File: config.mk
export PLATFORM = sky130hd
export DESIGN_NAME = lpld_front
export DESIGN_NICKNAME = d
export VERILOG_FILES = /design/src/lpld_pkg.sv /design/src/lpld_front.sv
export SDC_FILE = /design/constraint.sdc
export NUM_CORES = 1
export LEC_CHECK = 0
export ABC_AREA = 1
export BUFFER_PORTS_ARGS = -buffer_cell sky130_fd_sc_hd__clkbuf_2
export CELL_PAD_IN_SITES_DETAIL_PLACEMENT = 1
export CELL_PAD_IN_SITES_GLOBAL_PLACEMENT = 2
export CORE_UTILIZATION = 21
export CTS_BUF_LIST = sky130_fd_sc_hd__clkbuf_4
export DETAILED_ROUTE_END_ITERATION = 8
export HOLD_SLACK_MARGIN = 0.06
export PLACE_DENSITY = 0.74
export SLEW_MARGIN = 10
export SYNTH_ARGS = -nofsm -noshare
export SYNTH_HDL_FRONTEND = slang
export SYNTH_SLANG_ARGS = --single-unit
File: constraint.sdc
create_clock -name clk -period 1.3 [get_ports clk]
set_input_delay 0 -clock clk [delete_from_list [all_inputs] [get_ports clk]]
set_output_delay 0 -clock clk [all_outputs]
set_load 0.01 [all_outputs]
File: src/lpld_pkg.sv
`timescale 1ns / 1ps
// lpld_pkg: shared types and codes of the length-prefixed list decoder.
// Used by the front, queue, back and top-level modules; depends on nothing.
package lpld_pkg;

  // Result kinds
  localparam logic [1:0] KIND_PAYLOAD = 2'd0;
  localparam logic [1:0] KIND_END_STR = 2'd1;
  localparam logic [1:0] KIND_EMPTY   = 2'd2;
  localparam logic [1:0] KIND_ERROR   = 2'd3;

  // Error codes
  localparam logic [1:0] ERR_NONE       = 2'd0;
  localparam logic [1:0] ERR_NO_DIGITS  = 2'd1;
  localparam logic [1:0] ERR_COUNT_BIG  = 2'd2;
  localparam logic [1:0] ERR_LENGTH_BIG = 2'd3;

  // Depth of the token queue between front and back
  localparam int Q_DEPTH = 2;

  // One classified input byte
  typedef struct packed {
    logic       start;
    logic       is_digit;
    logic [3:0] digit;
    logic [7:0] data;
  } token_t;

  // One result beat
  typedef struct packed {
    logic [1:0]  kind;
    logic [7:0]  payload;
    logic [7:0]  number;
    logic [15:0] length;
    logic        final_str;
    logic [1:0]  err;
  } result_t;

endpackage

File: src/lpld_front.sv
`timescale 1ns / 1ps
// lpld_front: input register stage that takes message bytes and classifies them.
// Depends on lpld_pkg (token_t).
module lpld_front (
  input  logic              clk,
  input  logic              rst_n,
  input  logic              in_valid,
  output logic              in_ready,
  input  logic [7:0]        in_data_byte,
  input  logic              in_message_start,
  output logic              tok_valid,
  input  logic              tok_ready,
  output lpld_pkg::token_t  tok
);

  localparam logic [7:0] CHAR_ZERO = 8'h30;
  localparam logic [7:0] CHAR_NINE = 8'h39;

  logic             valid_r, valid_nxt;
  lpld_pkg::token_t tok_r, tok_nxt;

  assign in_ready = !valid_r || tok_ready;

  always_comb begin
    valid_nxt = valid_r;
    tok_nxt   = tok_r;
    if (valid_r && tok_ready) begin
      valid_nxt = 1'b0;
    end
    if (in_valid && in_ready) begin
      valid_nxt         = 1'b1;
      tok_nxt.start     = in_message_start;
      tok_nxt.is_digit  = (in_data_byte >= CHAR_ZERO) && (in_data_byte <= CHAR_NINE);
      // ASCII digits carry their value in the low nibble
      tok_nxt.digit     = in_data_byte[3:0];
      tok_nxt.data      = in_data_byte;
    end
  end

  always_ff @(posedge clk) begin
    if (!rst_n) begin
      valid_r <= 1'b0;
    end else begin
      valid_r <= valid_nxt;
    end
    tok_r <= tok_nxt;
  end

  assign tok_valid = valid_r;
  assign tok       = tok_r;

endmodule

==> results.yml <==
global_route:
  grt_max_degree: 11
  grt_usage_pct: 9.15
  grt_pass1_wl_microns: 1280
  gr-total-overflow: 0
  antenna_found_initial: 0
  grt_pass1_vias: 336
setup_path:
  worstReg2RegStart: "tok_valid$_SDFFE_PN0P_"
  crit_type: "in -> reg"
  regToRegSetupSlack_ns: 0.18
  r2r_cells: 3
  worstPathRequired_ns: 1.45
  crit_fanout: 1
  arrival_ns: 1.32
  cp-end-kind: "flop"
  cp-endpoint: "tok_valid$_SDFFE_PN0P_"
  critPathLaunch: "rst_n"
  start_kind: "input port"
  reg2reg_to: "tok_valid$_SDFFE_PN0P_"
clock_tree:
  clock_latency_ns: 0.25
  clk_transition_reported_paths_ns: 0.06
  numCtsBuffers: 3
  cts_tree: "done"
  cts.repair.resized: 0
  root_buffer: "clkbuf_4"
  h-tree-depth: 1
  clock_path_buffers: 2
  cts.sinks: 11
timing:
  fin_crit_ns: 1.17
  slew_headroom_pct: 91.8
  setup_violations: 0
  min_period_over_period_pct: 90.0
  tightestPinTransition_ns: 0.124
  skew_ns: 0.000245
  rsz0062_at_grt: "false"
  fmax_mhz: 855
  hold_violations: 0
  fin_tns_setup_ns: 0
  drv_slew: 0
pwr:
  p_sw_uw: 159
  total_power_uw: 769
  intPower_uw: 609
  cellPowerDensity_nw_per_um2: 1100
  netSwitchingFraction_pct: 20.7
  pwr-share-seq_pct: 54.4
  power.share.clock_pct: 31.3
  p_comb_share_pct: 14.2
  vdd_drop_max_v: 0.000337
  leakagePower_uw: 0.000333
floorplan:
  die_area_sq_um: 2130
  rows: 15
  start_util_pct: 23.0
  die_x_microns: 46.2
  io_pins: 29
  fp.dieH_microns: 46.2
  core-area_sq_um: 1780
route:
  routed-via-count: 335
  drtPass1Iterations: 1
  drt_wl_total_microns: 846
  antenna_left: 0
  via_per_inst: 3.60
  route.detailed.wl_per_inst_microns: 9.10
  route.detailed.drc: 0
  drtIter0Drc: 0
layout:
  fill_cells: 212
  nNetsFinal: 82
  diodes: 0
  drive_above_1_share_pct: 51.5
  syn_to_final_growth_pct: 70.4
  fin_cells: 93
  seqCellArea_sq_um: 320
  multiInputGateArea_sq_um: 45.0
  layout_commonest_cell: "clkbuf_2"
  final_cell_mix: "28 x clkbuf_2, 11 x dlygate4sd3_1, 10 x edfxtp_1"
placed_design:
  gp_congestion: 0.621
  dp.cells: 78
  post-dp-hpwl_microns: 657
  portBuffers: 28
logic_synthesis:
  synth_warnings: 0
  yosysSeqAreaShare_pct: 78.0
  synth_top_area_share_pct: 73.2
  syn_nets: 41
  yosysUniqueCellTypes: 9
  ys_seq_elements: 11
  synth_top_area_cell: "edfxtp_1"
  synth.top_cells.by_area: "edfxtp_1 73%, buf_4 7.3%, dfxtp_1 4.9%, inv_1 3.7%, nor2_1 3.7%"
  synth_cells: 28
  synth_area_sq_um: 410
  synth_area_per_cell_sq_um: 14.7
flow_run:
  drv_cap: 0
status:
  status: "finished clean"
worst_hold_path:
  hold_path.class: "in -> reg"
==> stage by stage <==
step / util (%) / hold slack (ns) / area (sq um) / setup slack [ns]
3_5_place_dp: 31.4 / 0.184 / 559 / 0.319
5_1_grt: 39.2 / 0.324 / 699 / 0.0801
3_3_place_gp: 31.4 / 0.182 / 559 / 0.363
6_report: 39.2 / 0.292 / 699 / 0.130
2_1_floorplan: - / 0.0989 / 410 / 0.00152
4_1_cts: 39.2 / 0.286 / 699 / 0.149
==> layout make-up <==
cell class,count,share of cell area (%)
Sequential cell,11,45.8
Multi-Input combinational cell,9,6.44
Inverter,4,2.15
Timing Repair Buffer,40,36.9
Tap cell,25,4.47
Clock buffer,4,4.29
==> power by group through the flow <==
stage | Combinational [uW] | Sequential (uW) | Clock [uW]
6_report | 109 | 418 | 241
5_1_grt | 123 | 420 | 265
4_1_cts | 111 | 419 | 251
3_5_place_dp | 84.7 | 427 | 0
3_3_place_gp | 83.1 | 425 | 0
2_1_floorplan | 30.6 | 436 | 0
==> routing by layer <==
metal / share of wire, % / global-route usage [%] / vias to the layer above / routed length (microns)
met4: 2.2 / 10.6 / 0 / 19
li1: - / - / 168 / -
met1: 40 / 8.56 / 144 / 342
met5: 0 / 0 / - / 0
met2: 51 / 16.6 / 21 / 430
met3: 6.3 / 0 / 2 / 53
==> state kept, by name (all words and copies together), names as in the netlist <==
register	flops
tok	10
tok_valid	1
==> cells in the mapped netlist (all sizes together) <==
library cell  number
edfxtp            10
buf                4
inv                4
nor2               4
nand2              3
a21boi             1
a21oi              1
dfxtp              1
==> critical path: stages <==
cell	delay, ns
dlygate4sd3_1	0.54
clkbuf_2	0.10
a21boi_2	0.13
dlygate4sd3_1	0.54
==> cells by family (layout without fill, tap and decap cells) <==
| family | Yosys count | in the layout | synth area share [%] |
|---|---|---|---|
| AO/OA/AOI/OAI | 2 | 2 | 3.96 |
| buffers and inverters | 8 | 48 | 11.0 |
| AND/OR/NAND/NOR | 7 | 7 | 7.01 |
| flip-flops | 11 | 11 | 78.0 |
==> repair_timing <==
action,CTS,global route
endpoints found under the hold margin,10,0
endpoints found under the setup margin,0,0
setup buffers,0,0
hold buffers,11,0
==> worst min path at each step <==
stage / start / end / slack, ns / cells after the start
floorplan: in_data_byte[2] / tok[10]$_DFFE_PP_ / 0.1 / 0
global placement: in_data_byte[0] / tok[8]$_DFFE_PP_ / 0.18 / 1
detailed placement: in_data_byte[0] / tok[8]$_DFFE_PP_ / 0.18 / 1
CTS: in_valid / tok[4]$_DFFE_PP_ / 0.29 / 4
global route: in_valid / tok[5]$_DFFE_PP_ / 0.32 / 4
finish: in_valid / tok[4]$_DFFE_PP_ / 0.29 / 4
Note: power is estimated with default switching activity, not from simulation.
