`src/lpld_pkg.sv`:
```
`timescale 1ns / 1ps
// lpld_pkg: shared types and codes of the length-prefixed list decoder.
// Used by the front, queue, back and top-level modules; depends on nothing.
package lpld_pkg;

  // Result kinds
  localparam logic [1:0] KIND_PAYLOAD = 2'd0;
  localparam logic [1:0] KIND_END_STR = 2'd1;
  localparam logic [1:0] KIND_EMPTY   = 2'd2;
  localparam logic [1:0] KIND_ERROR   = 2'd3;

  // Error codes
  localparam logic [1:0] ERR_NONE       = 2'd0;
  localparam logic [1:0] ERR_NO_DIGITS  = 2'd1;
  localparam logic [1:0] ERR_COUNT_BIG  = 2'd2;
  localparam logic [1:0] ERR_LENGTH_BIG = 2'd3;

  // Depth of the token queue between front and back
  localparam int Q_DEPTH = 2;

  // One classified input byte
  typedef struct packed {
    logic       start;
    logic       is_digit;
    logic [3:0] digit;
    logic [7:0] data;
  } token_t;

  // One result beat
  typedef struct packed {
    logic [1:0]  kind;
    logic [7:0]  payload;
    logic [7:0]  number;
    logic [15:0] length;
    logic        final_str;
    logic [1:0]  err;
  } result_t;

endpackage

```
`src/lpld_queue.sv`:
```
`timescale 1ns / 1ps
// lpld_queue: short token FIFO that decouples the front from the back.
// Depends on lpld_pkg (token_t, Q_DEPTH).
module lpld_queue (
  input  logic              clk,
  input  logic              rst_n,
  input  logic              push_valid,
  output logic              push_ready,
  input  lpld_pkg::token_t  push_tok,
  output logic              pop_valid,
  input  logic              pop_ready,
  output lpld_pkg::token_t  pop_tok
);

  localparam int PW = (lpld_pkg::Q_DEPTH > 1) ? $clog2(lpld_pkg::Q_DEPTH) : 1;
  localparam int CW = $clog2(lpld_pkg::Q_DEPTH + 1);

  lpld_pkg::token_t mem_r [lpld_pkg::Q_DEPTH];
  logic [PW-1:0]    wr_ptr_r, wr_ptr_nxt;
  logic [PW-1:0]    rd_ptr_r, rd_ptr_nxt;
  logic [CW-1:0]    count_r, count_nxt;
  logic             push, pop;

  assign push_ready = (count_r != CW'(lpld_pkg::Q_DEPTH));
  assign pop_valid  = (count_r != '0);
  assign pop_tok    = mem_r[rd_ptr_r];
  assign push       = push_valid && push_ready;
  assign pop        = pop_valid && pop_ready;

  always_comb begin
    wr_ptr_nxt = wr_ptr_r;
    rd_ptr_nxt = rd_ptr_r;
    count_nxt  = count_r;
    if (push) begin
      wr_ptr_nxt = (wr_ptr_r == PW'(lpld_pkg::Q_DEPTH - 1)) ? '0 : wr_ptr_r + 1'b1;
    end
    if (pop) begin
      rd_ptr_nxt = (rd_ptr_r == PW'(lpld_pkg::Q_DEPTH - 1)) ? '0 : rd_ptr_r + 1'b1;
    end
    if (push && !pop) begin
      count_nxt = count_r + 1'b1;
    end else if (pop && !push) begin
      count_nxt = count_r - 1'b1;
    end
  end

  always_ff @(posedge clk) begin
    if (!rst_n) begin
      wr_ptr_r <= '0;
      rd_ptr_r <= '0;
      count_r  <= '0;
    end else begin
      wr_ptr_r <= wr_ptr_nxt;
      rd_ptr_r <= rd_ptr_nxt;
      count_r  <= count_nxt;
    end
    if (push) begin
      mem_r[wr_ptr_r] <= push_tok;
    end
  end

endmodule

```
`config.mk`:
```
export PLATFORM = sky130hd
export DESIGN_NAME = lpld_queue
export DESIGN_NICKNAME = d
export VERILOG_FILES = /design/src/lpld_pkg.sv /design/src/lpld_queue.sv
export SDC_FILE = /design/constraint.sdc
export NUM_CORES = 1
export LEC_CHECK = 0
export ABC_AREA = 1
export BUFFER_PORTS_ARGS = -buffer_cell sky130_fd_sc_hd__buf_4
export CAP_MARGIN = 20
export CORE_MARGIN = 1.5
export CORE_UTILIZATION = 41
export DETAILED_ROUTE_END_ITERATION = 10
export GPL_TIMING_DRIVEN = 1
export PLACE_DENSITY = 0.7
export SLEW_MARGIN = 25
export SYNTH_ARGS = -nofsm -noshare
export SYNTH_HDL_FRONTEND = slang
export SYNTH_SLANG_ARGS = --single-unit
```
`constraint.sdc`:
```
create_clock -name clk -period 1.7 [get_ports clk]
set_clock_uncertainty 0.05 [all_clocks]
set_input_delay 0.17 -clock clk [delete_from_list [all_inputs] [get_ports clk]]
set_output_delay 0.17 -clock clk [all_outputs]
set_load 0.01 [all_outputs]
```
==> reports/metrics.yaml, run 1 <==
critical_path:
  critPathCaptureType: "primary output"
  reg2regPathDepth: 9
  crit_fanout: 9
  critPathMaxStageDelay_ns: 0.35
  worstPathCellList: "buf_4 -> mux2_2 -> buf_4"
  r2r_end: "count_r[1]"
  critPathKind: "reg2out"
  crit_required_ns: 1.48
  cp_common_cell: "buf_4"
  worstSetupEndpoint: "pop_tok[9]"
  crit_path_start_kind: "flip-flop"
  cp.arrival_ns: 1.34
  slowest_stage: "mux2_2"
  reg2reg_slack_ns: 0.24
  regToRegStartpoint: "count_r[0]"
detailed_routing:
  routed_wl_um: 2170
  viasPerCell: 4.79
  drc_errors: 0
  routed-via-count: 809
  drt_iter0_drc: 31
  ant_nets: 0
  drt-wirelength-per-cell_um: 12.8
  dr.pass1.iters: 6
clock_network:
  cts_tree: "yes"
  clk_latency_ns: 0.32
  cts_max_level: 2
  cts_buffer_depth: 2
  cts_root_buf: "clkbuf_4"
  post-cts-setup-buffers: 0
  clk_pin_slew_ns: 0.08
  numCtsBuffers: 5
  cts_sinks: 33
floorplan:
  start_util_pct: 44.3
  pin_count: 34
  die_area_um2: 3400
  core-area_um2: 2830
  die_w_um: 58.3
  die_h_um: 58.3
  rows: 19
run:
  maxCapViolCount: 0
final_layout:
  multi_input_area_um2: 270
  fin_util_pct: 61.8
  num-fill-cells: 222
  seqCellArea_um2: 941
  nNetsFinal: 156
  drive_gt1_share_pct: 42.8
  area_delta_synth_final_pct: 39.6
  diodes: 0
placement:
  place_ws_ns: 0.276
  port_buffers: 33
  dp.final_hpwl_um: 1410
  gp_congestion: 0.754
power_and_ir_drop:
  p_per_area_nw_per_um2: 1260
  vdd_drop_max_uv: 746
  p_leak_nw: 0.708
timing:
  slew-limit-headroom_pct: 86.4
  hold_viol: 0
  worstMarginPinSlew_ns: 0.204
  drv_slew: 0
  setup_viol: 0
  period_needed_ns: 1.56
  setup_tns_ns: 0
  setup_ws_ns: 0.136
  grt_setup_unrepaired: "false"
  fmax_mhz: 639
  period_share_pct: 92.0
global_route:
  overflow: 0
  grt_pass1_vias: 798
  antenna_found_initial: 0
  grtUsageTotal_pct: 14.5
  grt_pass1_wl_um: 3390
  grt_max_degree: 15
run_status:
  outcome: "complete, no violations"
synthesis:
  syn-cell-area_um2: 1250
  syn_inst: 80
  ys_types: 15
  syn_avg_cell_area_um2: 15.7
  ys_seq_elements: 33
  ys_seq_area_share_pct: 75.1
  synth_fp_nets: 99
  ys_warn_count: 0
min_path:
  hold_path_class: "in2reg"
[report_power, final]
group	internal (mW)	switching, mW	leakage [nW]	total [mW]
Clock	0.161	0.238	0.0293	0.399
Sequential	1.03	0.0498	0.303	1.08
Combinational	0.379	0.355	0.376	0.735
Total	1.57	0.644	0.708	2.21
[layer usage]
| metal | global-route usage (%) | up-vias | wire length [um] |
|---|---|---|---|
| met5 | 0 | - | 0 |
| met3 | 6.92 | 5 | 145 |
| met4 | 7.97 | 0 | 50 |
| met1 | 14.0 | 380 | 831 |
| met2 | 25.0 | 25 | 1140 |
| li1 | - | 399 | - |
[cells in the final DEF (no fill, tap or decap)]
master,netlist,layout
mux2_2,14,14
clkbuf_1,0,2
nand2_1,8,8
buf_4,0,37
a21oi_1,1,1
ha_1,1,1
nand2_2,1,1
o21ai_0,2,2
o21a_1,1,1
dlygate4sd3_1,0,14
edfxtp_1,28,28
nand3_1,1,1
clkbuf_4,0,5
clkinv_2,0,1
inv_1,7,7
nand4_1,1,1
dfxtp_1,5,5
nor2_1,8,8
inv_2,1,1
[what timing repair did]
| item | CTS | global route |
|---|---|---|
| gates resized for setup | 0 | 0 |
| endpoints found under the hold margin | 28 | 0 |
| hold buffers | 14 | 0 |
[synth_stat cells]
| library cell | instances | area (um2) |
|---|---|---|
| dfxtp_1 | 5 | 100 |
| buf_6 | 1 | 11.3 |
| o21ai_0 | 2 | 10.0 |
| inv_1 | 7 | 26.3 |
| nand2_2 | 1 | 6.26 |
| nand3_1 | 1 | 5.00 |
| inv_2 | 1 | 3.75 |
| o21a_1 | 1 | 7.51 |
| nand2_1 | 8 | 30.0 |
| nor2_1 | 8 | 30.0 |
| edfxtp_1 | 28 | 841 |
| a21oi_1 | 1 | 5.00 |
| nand4_1 | 1 | 6.26 |
| ha_1 | 1 | 12.5 |
| mux2_2 | 14 | 158 |
[how the worst min path moves through the flow]
| stage | startpoint | end | slack, ns | cells past startpoint |
|---|---|---|---|---|
| after global placement | push_tok[4] | mem_r[0][4] | 0.31 | 1 |
| after detailed placement | push_tok[10] | mem_r[1][10] | 0.31 | 1 |
| after CTS | rst_n | count_r[1] | 0.05 | 3 |
| after global routing | rst_n | count_r[1] | 0.04 | 3 |
| after floorplan | push_tok[0] | mem_r[0][0] | 0.22 | 0 |
| final | rst_n | count_r[1] | 0.07 | 3 |
[through the flow]
step	std cells	instance area, um2	hold slack, ns	total power, mW
3_5_place_dp	147	1560	0.310	1.81
2_1_floorplan	80	1250	0.219	1.50
6_report	169	1750	0.0703	2.21
5_1_grt	169	1750	0.0444	2.36
4_1_cts	169	1750	0.0512	2.24
3_3_place_gp	147	1560	0.306	1.78
[logic make-up (layout without fill, tap and decap cells)]
kind of cell | count (synthesis) | count (layout) | share of synthesized area (%)
AO/OA/AOI/OAI | 4 | 4 | 1.80
multiplexers | 14 | 14 | 12.6
adder cells (fa/ha/maj) | 1 | 1 | 0.999
AND/OR/NAND/NOR | 19 | 19 | 6.19
buffers and inverters | 9 | 67 | 3.30
flip-flops | 33 | 33 | 75.1
[layout make-up]
cell class	count	area share [%]
Clock buffer	7	2.58
Clock inverter	1	0.286
Inverter	8	1.72
Multi-Input combinational cell	38	15.5
Sequential cell	33	53.8
Tap cell	31	2.22
Timing Repair Buffer	51	23.9
[state kept, by name, summed over array words and instances, names as in the netlist, named ones only]
register and cells:
mem_r 28, count_r 2, rd_ptr_r 1, wr_ptr_r 1
[critical path: cells and delay by family, from the launching register on]
kind                   cells  cell delay (ns)
buffers and inverters      2             0.33
DFF                        1             0.34
muxes                      1             0.35
Power figures use the tool's default switching activity.
==> inputs of run 2 (changes only) <==
- PLACE_DENSITY: 0.7 -> 0.72
- RECOVER_POWER: not set -> 100
==> reports/metrics.yaml, run 2 (synthesis gave the netlist of run 1 again) <==
detailed_routing:
  drt-wirelength-per-cell_um: 12.3  # was 12.8 um
  routed-via-count: 786  # was 809
  drc_errors: 4  # was 0
  ant_nets: 0  # unchanged
  routed_wl_um: 2100  # was 2170 um
  viasPerCell: 4.60  # was 4.79
  drt_iter0_drc: 22  # was 31
  dr.pass1.iters: 9  # was 6
timing:
  setup_viol: 0  # unchanged
  setup_ws_ns: 0.109  # was 0.136 ns
  fmax_mhz: 628  # was 639 MHz
  hold_viol: 0  # unchanged
  grt_setup_unrepaired: "false"  # unchanged
  period_share_pct: 93.6  # was 92.0%
  setup_tns_ns: 0  # unchanged
  period_needed_ns: 1.59  # was 1.56 ns
  slew-limit-headroom_pct: 76.5  # was 86.4%
  drv_slew: 0  # unchanged
  worstMarginPinSlew_ns: 0.353  # was 0.204 ns
critical_path:
  cp.arrival_ns: 1.37  # was 1.34 ns
  crit_required_ns: 1.48  # about the same
  worstPathCellList: "buf_4 -> mux2_2 -> clkbuf_2"  # was buf_4 -> mux2_2 -> buf_4
  slowest_stage: "dfxtp_2"  # was mux2_2
  critPathKind: "reg2out"  # unchanged
  critPathMaxStageDelay_ns: 0.41  # was 0.35 ns
  crit_path_start_kind: "flip-flop"  # unchanged
  critPathCaptureType: "primary output"  # unchanged
  crit_fanout: 6  # was 9
global_route:
  overflow: 0  # unchanged
  antenna_found_initial: 0  # unchanged
  grt_pass1_wl_um: 3570  # was 3390 um
  grt_max_degree: 11  # was 15
  grtUsageTotal_pct: 14.7  # was 14.5%
  grt_pass1_vias: 822  # was 798
clock_network:
  cts_tree: "yes"  # unchanged
  clk_pin_slew_ns: 0.09  # was 0.08 ns
  cts_sinks: 33  # unchanged
  numCtsBuffers: 5  # unchanged
  clk_latency_ns: 0.32  # about the same
  cts_buffer_depth: 2  # unchanged
  cts_max_level: 2  # unchanged
  cts_root_buf: "clkbuf_4"  # unchanged
floorplan:
  die_h_um: 58.3  # unchanged
  pin_count: 34  # unchanged
  start_util_pct: 44.3  # unchanged
  die_area_um2: 3400  # unchanged
  core-area_um2: 2830  # unchanged
  rows: 19  # unchanged
  die_w_um: 58.3  # unchanged
final_layout:
  largest_reg_flops: 28  # unchanged
  diodes: 0  # unchanged
  drive_gt1_share_pct: 32.1  # was 42.8%
  fin_util_pct: 59.8  # was 61.8%
  final_cell_mix: "edfxtp_1 (28), clkbuf_1 (18), clkbuf_4 (15)"  # was buf_4 (37), edfxtp_1 (28), mux2_2 (14), dlygate4sd3_1 (14)
  top_regs: "mem_r (28), count_r (2)"  # unchanged
  fin_area_um2: 1690  # was 1750 um2
  largest-register: "mem_r"  # unchanged
  area_delta_synth_final_pct: 35.1  # was 39.6%
  multi_input_area_um2: 270  # unchanged
  nNetsFinal: 158  # was 156
  final_common_cell: "edfxtp_1"  # was buf_4
  num-fill-cells: 248  # was 222
  seqCellArea_um2: 942  # was 941 um2
power_and_ir_drop:
  vdd_drop_max_uv: 610  # was 746 uV
  total_power_mw: 2.12  # was 2.21 mW
  p_per_area_nw_per_um2: 1250  # was 1260 nW/um2
  p_leak_nw: 0.655  # was 0.708 nW
run:
  maxCapViolCount: 0  # unchanged
placement:
  gp_congestion: 0.665  # was 0.754
  place_ws_ns: 0.258  # was 0.276 ns
  port_buffers: 33  # unchanged
  placed_cell_area_um2: 1570  # was 1560 um2
  dp.final_hpwl_um: 1510  # was 1410 um
run_status:
  outcome: "finished, violations left"  # was complete, no violations
  failed_checks: "DRC"
min_path:
  hold_path_class: "in2reg"  # unchanged
## run 2: where the power goes
| part | internal (mW) | total (mW) | switching (mW) | leakage, nW |
|---|---|---|---|---|
| Sequential | 1.03 | 1.09 | 0.0565 | 0.303 |
| Combinational | 0.300 | 0.639 | 0.340 | 0.320 |
| Clock | 0.157 | 0.397 | 0.239 | 0.0320 |
| Total | 1.49 | 2.12 | 0.636 | 0.655 |
## run 2: cell type report
| cell class | instances | area share (%) |
|---|---|---|
| sequential | 33 | 55.7 |
| timing repair buffer | 53 | 21.2 |
| multi-input combinational | 38 | 16.0 |
| tap | 31 | 2.29 |
| clock buffer | 6 | 2.44 |
| inverter | 8 | 1.78 |
| clock inverter | 2 | 0.592 |
## run 2: repair_timing
item                                   CTS  global route
buffers inserted                         0             0
hold buffers                            14             0
endpoints found under the hold margin   28             0
setup endpoints to repair               10             0
resized for setup                        1             0
## run 2: layer usage
layer | vias up | share of wire [%] | global-route usage [%]
met5 | - | 0 | 0
met4 | 0 | 1.2 | 4.98
met3 | 3 | 6.2 | 6.03
li1 | 405 | - | -
met2 | 27 | 51 | 25.4
met1 | 351 | 41 | 16.5
## run 2: final timing paths
kind	cells after the start	slack, ns	end	from
worst max-delay path	3	0.11	pop_tok[6]	flip-flop
worst min-delay path	3	0.04	count_r[1]	rst_n
worst max register to register	10	0.20	count_r[1]	count_r[0]
worst min register to register	2	0.46	wr_ptr_r	wr_ptr_r
## run 2: worst max-delay path, delay by kind of cell (launching register included)
family	cells	cell delay [ns]
muxes	1	0.34
buffers and inverters	2	0.30
DFF	1	0.41
## run 2: metrics by stage
step	cells	hold WS, ns
finish	171	0.0408
CTS	171	0.0278
detailed placement	149	0.308
floorplan	80	0.219
global placement	149	0.305
global route	171	0.0346
==> inputs of run 3 (changes only) <==
- clock period: 1.7 -> 1.68 ns (I/O delays scaled with it)
==> reports/metrics.yaml, run 3 (synthesis gave the netlist of run 1 again) <==
detailed_routing:
  drt_iter0_drc: 22  # unchanged
  routed_wl_um: 2110  # was 2100 um
  dr.pass1.iters: 9  # unchanged
  drt-wirelength-per-cell_um: 12.4  # was 12.3 um
  drc_errors: 4  # unchanged
  viasPerCell: 4.62  # was 4.60
  routed-via-count: 790  # was 786
  ant_nets: 0  # unchanged
final_layout:
  seqCellArea_um2: 945  # was 942 um2
  drive_gt1_share_pct: 33.6  # was 32.1%
  nNetsFinal: 158  # unchanged
  num-fill-cells: 242  # was 248
  top_regs: "mem_r (28), count_r (2)"  # unchanged
  largest_reg_flops: 28  # unchanged
  diodes: 0  # unchanged
  final_common_cell: "edfxtp_1"  # unchanged
  stdcell_count: 171  # unchanged
  multi_input_area_um2: 268  # was 270 um2
  fin_area_um2: 1700  # was 1690 um2
  final_cell_mix: "edfxtp_1 (28), clkbuf_4 (16), clkbuf_1 (16)"  # was edfxtp_1 (28), clkbuf_1 (18), clkbuf_4 (15)
  largest-register: "mem_r"  # unchanged
  area_delta_synth_final_pct: 35.7  # was 35.1%
timing:
  holdWs_ns: 0.0380  # was 0.0408 ns
  drv_slew: 0  # unchanged
  period_share_pct: 94.9
  period_needed_ns: 1.59
  setup_ws_ns: 0.0856  # was 0.109 ns
  hold_viol: 0  # unchanged
  worstMarginPinSlew_ns: 0.360  # was 0.353 ns
  setup_viol: 0  # unchanged
  setup_tns_ns: 0  # unchanged
  grt_setup_unrepaired: "false"  # unchanged
  fmax_mhz: 627
  slew-limit-headroom_pct: 76.0  # was 76.5%
min_path:
  holdPathEnd: "count_r[1]"  # unchanged
  hold_path_class: "in2reg"  # unchanged
  holdPathStages: 3  # unchanged
  worstHoldStart: "rst_n"  # unchanged
critical_path:
  crit_fanout: 6  # unchanged
  reg2reg_slack_ns: 0.20  # about the same
  reg2regPathDepth: 5  # was 10
  regToRegStartpoint: "count_r[0]"  # unchanged
  crit_required_ns: 1.46  # was 1.48 ns
  critPathCaptureType: "primary output"  # unchanged
  cp.arrival_ns: 1.38  # was 1.37 ns
  critPathKind: "reg2out"  # unchanged
  r2r_end: "mem_r[1][4]"  # was count_r[1]
  crit_path_start_kind: "flip-flop"  # unchanged
floorplan:
  core-area_um2: 2830  # unchanged
  die_w_um: 58.3  # unchanged
  rows: 19  # unchanged
  die_area_um2: 3400  # unchanged
  pin_count: 34  # unchanged
  die_h_um: 58.3  # unchanged
  start_util_pct: 44.3  # unchanged
run:
  maxCapViolCount: 0  # unchanged
clock_network:
  cts_sinks: 33  # unchanged
  clk_latency_ns: 0.32  # about the same
  numCtsBuffers: 5  # unchanged
  post-cts-setup-buffers: 0  # unchanged
  cts_buffer_depth: 2  # unchanged
  clk_pin_slew_ns: 0.09  # about the same
  cts_max_level: 2  # unchanged
  cts_root_buf: "clkbuf_4"  # unchanged
  cts_tree: "yes"  # unchanged
placement:
  port_buffers: 33  # unchanged
  placed_cell_area_um2: 1570  # unchanged
  dp_cells: 149  # unchanged
  dp.final_hpwl_um: 1510  # unchanged
  place_ws_ns: 0.238  # was 0.258 ns
  gp_congestion: 0.665  # unchanged
power_and_ir_drop:
  p_int_mw: 1.51  # was 1.49 mW
  p_per_area_nw_per_um2: 1270  # was 1250 nW/um2
  comb_power_share_pct: 30.3  # was 30.1%
  p_leak_nw: 0.661  # was 0.655 nW
  switching_share_pct: 29.8  # was 29.9%
  clkPwrFrac_pct: 18.6  # was 18.7%
  seq_power_share_pct: 51.0  # was 51.2%
  vdd_drop_max_uv: 619  # was 610 uV
  p_switching_uw: 642  # was 636 uW
global_route:
  antenna_found_initial: 0  # unchanged
  grtUsageTotal_pct: 14.7  # unchanged
  overflow: 0  # unchanged
  grt_pass1_wl_um: 3570  # unchanged
  grt_pass1_vias: 822  # unchanged
  grt_max_degree: 11  # unchanged
run_status:
  outcome: "finished, violations left"  # unchanged
  failed_checks: "DRC"  # unchanged
## run 3: cell types whose count changed in the layout (fill, tap and decap cells not counted)
| cell | before | now |
|---|---|---|
| clkbuf_1 | 18 | 16 |
| buf_4 | 8 | 9 |
| clkbuf_4 | 15 | 16 |
| dfxtp_2 | 1 | 0 |
| dfxtp_4 | 0 | 1 |
| inv_1 | 8 | 7 |
| inv_2 | 0 | 1 |
| nand2_1 | 8 | 9 |
| nand2_2 | 1 | 0 |
## run 3: metrics by stage
stage / total power, mW / util [%]
floorplan: 1.52 / -
global placement: 1.82 / 55.6
detailed placement: 1.84 / 55.6
CTS: 2.28 / 62.4
global route: 2.31 / 60.1
finish: 2.16 / 60.1
## run 3: how the worst max path moves through the flow
stage                  endpoint  slack (ns)  cells past startpoint       start
finish               pop_tok[2]        0.09                      3   flip-flop
global route         pop_tok[1]        0.02                      3   flip-flop
global placement     count_r[1]        0.31                     10  count_r[0]
floorplan           mem_r[1][0]        0.05                      4  count_r[0]
detailed placement   count_r[1]        0.24                     10  count_r[0]
CTS                  pop_tok[4]        0.05                      3   flip-flop
## run 3: routing by layer
layer  track usage, %  up-vias  routed length, um
met5                0        -                  0
met4             4.98        0                 26
met3             6.03        3                141
met2             25.4       31               1070
met1             16.5      352                874
li1                 -      404                  -
## run 3: power by group through the flow
| stage | Sequential, mW | Clock [mW] | Combinational, mW |
|---|---|---|---|
| 2_1_floorplan | 1.10 | 0 | 0.415 |
| 3_3_place_gp | 1.11 | 0 | 0.705 |
| 3_5_place_dp | 1.12 | 0 | 0.722 |
| 4_1_cts | 1.10 | 0.422 | 0.754 |
| 5_1_grt | 1.12 | 0.461 | 0.728 |
| 6_report | 1.10 | 0.402 | 0.654 |
## run 3: timing repair
action	in CTS	in global routing
endpoints found under the setup margin	10	1
gates resized for setup	1	1
hold endpoints to repair	28	0
hold buffers	14	0
## run 3: worst max-delay path: stages (launching register included)
cell and delay (ns):
dfxtp_4 0.40, clkbuf_2 0.16, mux2_2 0.34, clkbuf_4 0.15
## run 3: cell type report
cell class	instances	area share, %
sequential	33	55.6
timing repair buffer	53	21.6
multi-input combinational	38	15.8
clock buffer	6	2.43
tap	31	2.28
inverter	8	1.77
clock inverter	2	0.589
